--- config.mk ---
export PLATFORM = sky130hd
export DESIGN_NAME = apsp_cell
export DESIGN_NICKNAME = d
export VERILOG_FILES = /design/src/hw/rtl/all_pairs_shortest_path_top_assert.svh /design/src/hw/rtl/apsp_pkg.sv /design/src/hw/rtl/apsp_cell.sv
export SDC_FILE = /design/constraint.sdc
export NUM_CORES = 1
export LEC_CHECK = 0
export BUFFER_PORTS_ARGS = -buffer_cell sky130_fd_sc_hd__buf_2
export CELL_PAD_IN_SITES_DETAIL_PLACEMENT = 0
export CELL_PAD_IN_SITES_GLOBAL_PLACEMENT = 1
export CORE_MARGIN = 5
export CORE_UTILIZATION = 26
export DETAILED_ROUTE_END_ITERATION = 16
export PLACE_DENSITY_LB_ADDON = 0.1
export SYNTH_ARGS = -nofsm -noshare
export SYNTH_HDL_FRONTEND = slang
export SYNTH_SLANG_ARGS = --single-unit
--- constraint.sdc ---
create_clock -name clk -period 0.8 [get_ports clk]
set_clock_uncertainty 0.15 [all_clocks]
set_input_delay 0.16 -clock clk [delete_from_list [all_inputs] [get_ports clk]]
set_output_delay 0.16 -clock clk [all_outputs]
set_load 0.05 [all_outputs]
--- src/hw/rtl/all_pairs_shortest_path_top_assert.svh ---
// Assertion macros for the shortest path block.
`ifndef ALL_PAIRS_SHORTEST_PATH_TOP_ASSERT_SVH
`define ALL_PAIRS_SHORTEST_PATH_TOP_ASSERT_SVH
`ifndef SYNTH
`define APSP_ASSERT_IMP(lbl, ante, cons) \
    lbl: assert property (@(posedge clk) disable iff (!rst_n) (ante) |-> (cons)) \
        else $error("apsp assertion failed");
`define APSP_ASSERT_NXT(lbl, ante, cons) \
    lbl: assert property (@(posedge clk) disable iff (!rst_n) (ante) |=> (cons)) \
        else $error("apsp assertion failed");
`else
`define APSP_ASSERT_IMP(lbl, ante, cons)
`define APSP_ASSERT_NXT(lbl, ante, cons)
`endif
`endif

--- src/hw/rtl/apsp_pkg.sv ---
package apsp_pkg;
    localparam int MAX_VERTICES = 64;
    localparam int VIDX_W = $clog2(MAX_VERTICES);
    localparam int ADDR_W = 2 * VIDX_W;
    localparam int CNT_W = 7;
    localparam int DIST_W = 32;
    localparam int HOP_W = VIDX_W + 1;
    localparam int WEIGHT_W = 16;
    localparam logic [DIST_W-1:0] DIST_INIT = 32'd32767;

    typedef enum logic [1:0] {
        CMD_CLEAR = 2'd0,
        CMD_ADD   = 2'd1,
        CMD_RUN   = 2'd2,
        CMD_QUERY = 2'd3
    } cmd_t;
endpackage

--- src/hw/rtl/apsp_cell.sv ---
module apsp_cell (
    input  logic                       clk,
    input  logic                       shift_en,
    input  logic [apsp_pkg::DIST_W-1:0] d_in,
    output logic [apsp_pkg::DIST_W-1:0] q
);
    import apsp_pkg::*;

    logic [DIST_W-1:0] val_reg;

    always_ff @(posedge clk)
    begin
        if (shift_en)
        begin
            val_reg <= d_in;
        end
    end

    assign q = val_reg;
endmodule

=== Word level (Yosys, flattened, before mapping) ===
Index checks and enable logic that the tools add are counted.

* Register bits after elaboration: 32
* Input bits: 34
* Output and inout bits: 32

=== Longest topological paths before layout ===
* Depth after elaboration: 0
* Gate-level depth with buffers: 0

=== Worst setup path before layout ===
Ideal clock, no wire load.

* Path kind: register to output
* From: reg val_reg[0] (netlist: q[0])
* To: out q[0] in the netlist's numbering
* Arrival time: 0.601 ns
* Setup slack: -0.111 ns
* Stages on the path, launching flop included: 1
* Buffers on the path: 0
* Cells stage by stage: edfxtp_1

{| class="wikitable"
|+ RTL lines
! item !! line !! RTL
|-
| from (decl) || apsp_cell.sv:9 || <nowiki>logic [DIST_W-1:0] val_reg;</nowiki>
|-
| from (signal assigned) || apsp_cell.sv:15 || <nowiki>val_reg <= d_in;</nowiki>
|-
| to (decl) || apsp_cell.sv:5 || <nowiki>output logic [apsp_pkg::DIST_W-1:0] q</nowiki>
|}

No word-level cell between the ends.

=== Worst setup path after layout ===
* From: reg val_reg[8] (netlist: q[8])
* To: out q[8] in the netlist's numbering

No word-level cell between the ends.

==> out/results.tsv <==
stage	metric	value	unit
global_routing	grt_max_degree	21	
floorplanning	io_pins	66	
synthesis	syn_nets	66	
floorplanning	fp.dieH	70.8	um
cts	clk_pin_slew	0.07	ns
power	p_leak	0.711	nW
detailed_routing	via_count	583	
power	p_per_area	2600	nW/um^2
sta	setup_viol	32	
setup_path	arrival	0.84	ns
cts	cts_buffers	5	
detailed_routing	drc_errors	0	
power	vdd_ir_drop_max	1340	uV
floorplanning	start_util	0.264	
floorplanning	die_w	70.8	um
synthesis	synth.yosys.seq_area_share	1.00	
synthesis	synth-compound-area-share	0	
sta	hold_viol_final	32	
cells_and_area	multi_input_area	0	sq um
worst_hold_path	hold_class	input port to flip-flop	
detailed_routing	drt-vias-per-instance	3.76	
cells_and_area	largest_reg_flops	32	
cts	tritoncts	yes	
cells_and_area	final_common_cell	buf_2	
cells_and_area	diodes	0	
setup_path	cpPeakStageDelay	0.39	ns
synthesis	ys_warn_count	0	
run_status	status	finished with violations	
placed_design	dp_slack	-0.129	ns
detailed_routing	initialDrtViolationCount	14	
setup_path	crit_family	flip-flops	
synthesis	synth_seq_cells	32	
detailed_routing	wl_per_cell	13.1	um
floorplanning	core_area	3630	sq um
global_routing	grt_overflow_total	0	
sta	slew_viol_final	0	
global_routing	track_usage	0.0876	
cts	clockRootBuffer	clkbuf_8	
synthesis	synthMuxAreaShare	0	
cells_and_area	syn_to_final_growth	76.3	%
detailed_routing	drt_first_pass_iters	2	
setup_path	required	0.49	ns
setup_path	crit_path_start	q[8]$_DFFE_PP_	
cells_and_area	final_nets	140	
synthesis	synth_simple_gate_area_frac	0	
cts	htreeDepth	2	
global_routing	grt_pass1_vias	646	
synthesis	ys_types	1	
sta	hold-worst-slack	-0.0952	ns
placed_design	gp_routability_congestion	0.661	
run_status	violations	hold timing, setup timing	
detailed_routing	totalWireLength	2030	um
synthesis	synthCells	32	
sta	fin_setup_tns	-10.64	ns
worst_hold_path	holdPathStages	1	
sta	period_share	1.43	
cts	cts_buffer_depth	2	
setup_path	crit_type	flip-flop to output port	
sta	post-route-min-period	1.15	ns
cells_and_area	drive_gt1_frac	0.692	
placed_design	port_buffers	65	
cts	clock-sinks	32	
setup_path	critPathSlowestCell	edfxtp_1	
setup_path	start_kind	flip-flop	
setup_path	cp_num_buf_inv	1	
floorplanning	dieArea	5010	sq um
detailed_routing	detail-route-antenna-nets	0	
synthesis	synth_area	961	sq um
synthesis	yosys.area_share.adder	0	
setup_path	worstSetupEndpointType	output port	
sta	rsz0062_at_grt	yes	
sta	setup_slack	-0.346	ns
sta	fmax	873	MHz
sta	max_slew_margin	0.922	
synthesis	synth-xor-area-share	0	
cells_and_area	multi_input_cells	0	
sta	tightest_slew	0.117	ns
cells_and_area	final_cell_mix	buf_2 (33), buf_6 (32), edfxtp_1 (32), clkbuf_8 (5), buf_12 (2)	
cells_and_area	fill_cells	346	
setup_path	cp_cell_sequence	buf_6	
global_routing	grt_first_pass_wirelength	3160	um
synthesis	avgSynthCellArea	30.0	sq um
cells_and_area	finish.utilization	0.466	
floorplanning	floorplan.rows	22	
worst_hold_path	worstHoldStart	d_in[16]	
cells_and_area	register_area	961	sq um
setup_path	crit_cells	1	
setup_path	path_max_fanout	1	
flow_run	maxCapViolCount	0	
global_routing	antenna_found_initial	0	
worst paths after layout:
| check | end | slack (ns) |
|---|---|---|
| min | q[16]$_DFFE_PP_ | -0.1 |
| max | q[8] | -0.35 |
metal layers:
layer | wire length [um] | up-vias | GRT usage
met5 | 0 | - | 0
met4 | 35 | 0 | 0.0376
met3 | 303 | 5 | 0.0724
met2 | 940 | 38 | 0.126
met1 | 752 | 263 | 0.0933
li1 | - | 277 | -
area by class of cell:
cell class	instances	share of cell area
Timing Repair Buffer	67	0.334
Clock buffer	6	0.0428
Clock inverter	2	0.0207
Tap cell	48	0.0355
Sequential cell	32	0.567
cell families after synthesis:
| family | Yosys count |
|---|---|
| DFF | 32 |
where the power goes:
group          switching (W)  internal (W)
clock network       0.000566      0.000923
logic               0.000556      0.000311
registers          0.0000568       0.00200
stage by stage:
stage / cell area (sq um) / std cells / power, W
after floorplan: 961 / 32 / 0.00253
after global placement: 1390 / 147 / 0.00278
after detailed placement: 1390 / 147 / 0.00278
after CTS: 1690 / 155 / 0.00447
after global routing: 1690 / 155 / 0.00458
final: 1690 / 155 / 0.00441
Yosys cell counts:
master	instances	area share
edfxtp_1	32	1.0
timing repair:
item                                    4_1_cts  5_1_grt
hold endpoints to repair                     32       32
buffers inserted                              0        0
resized for setup                            64        0
endpoints found under the setup margin       32       32
Note: power is estimated with default switching activity, not from simulation.
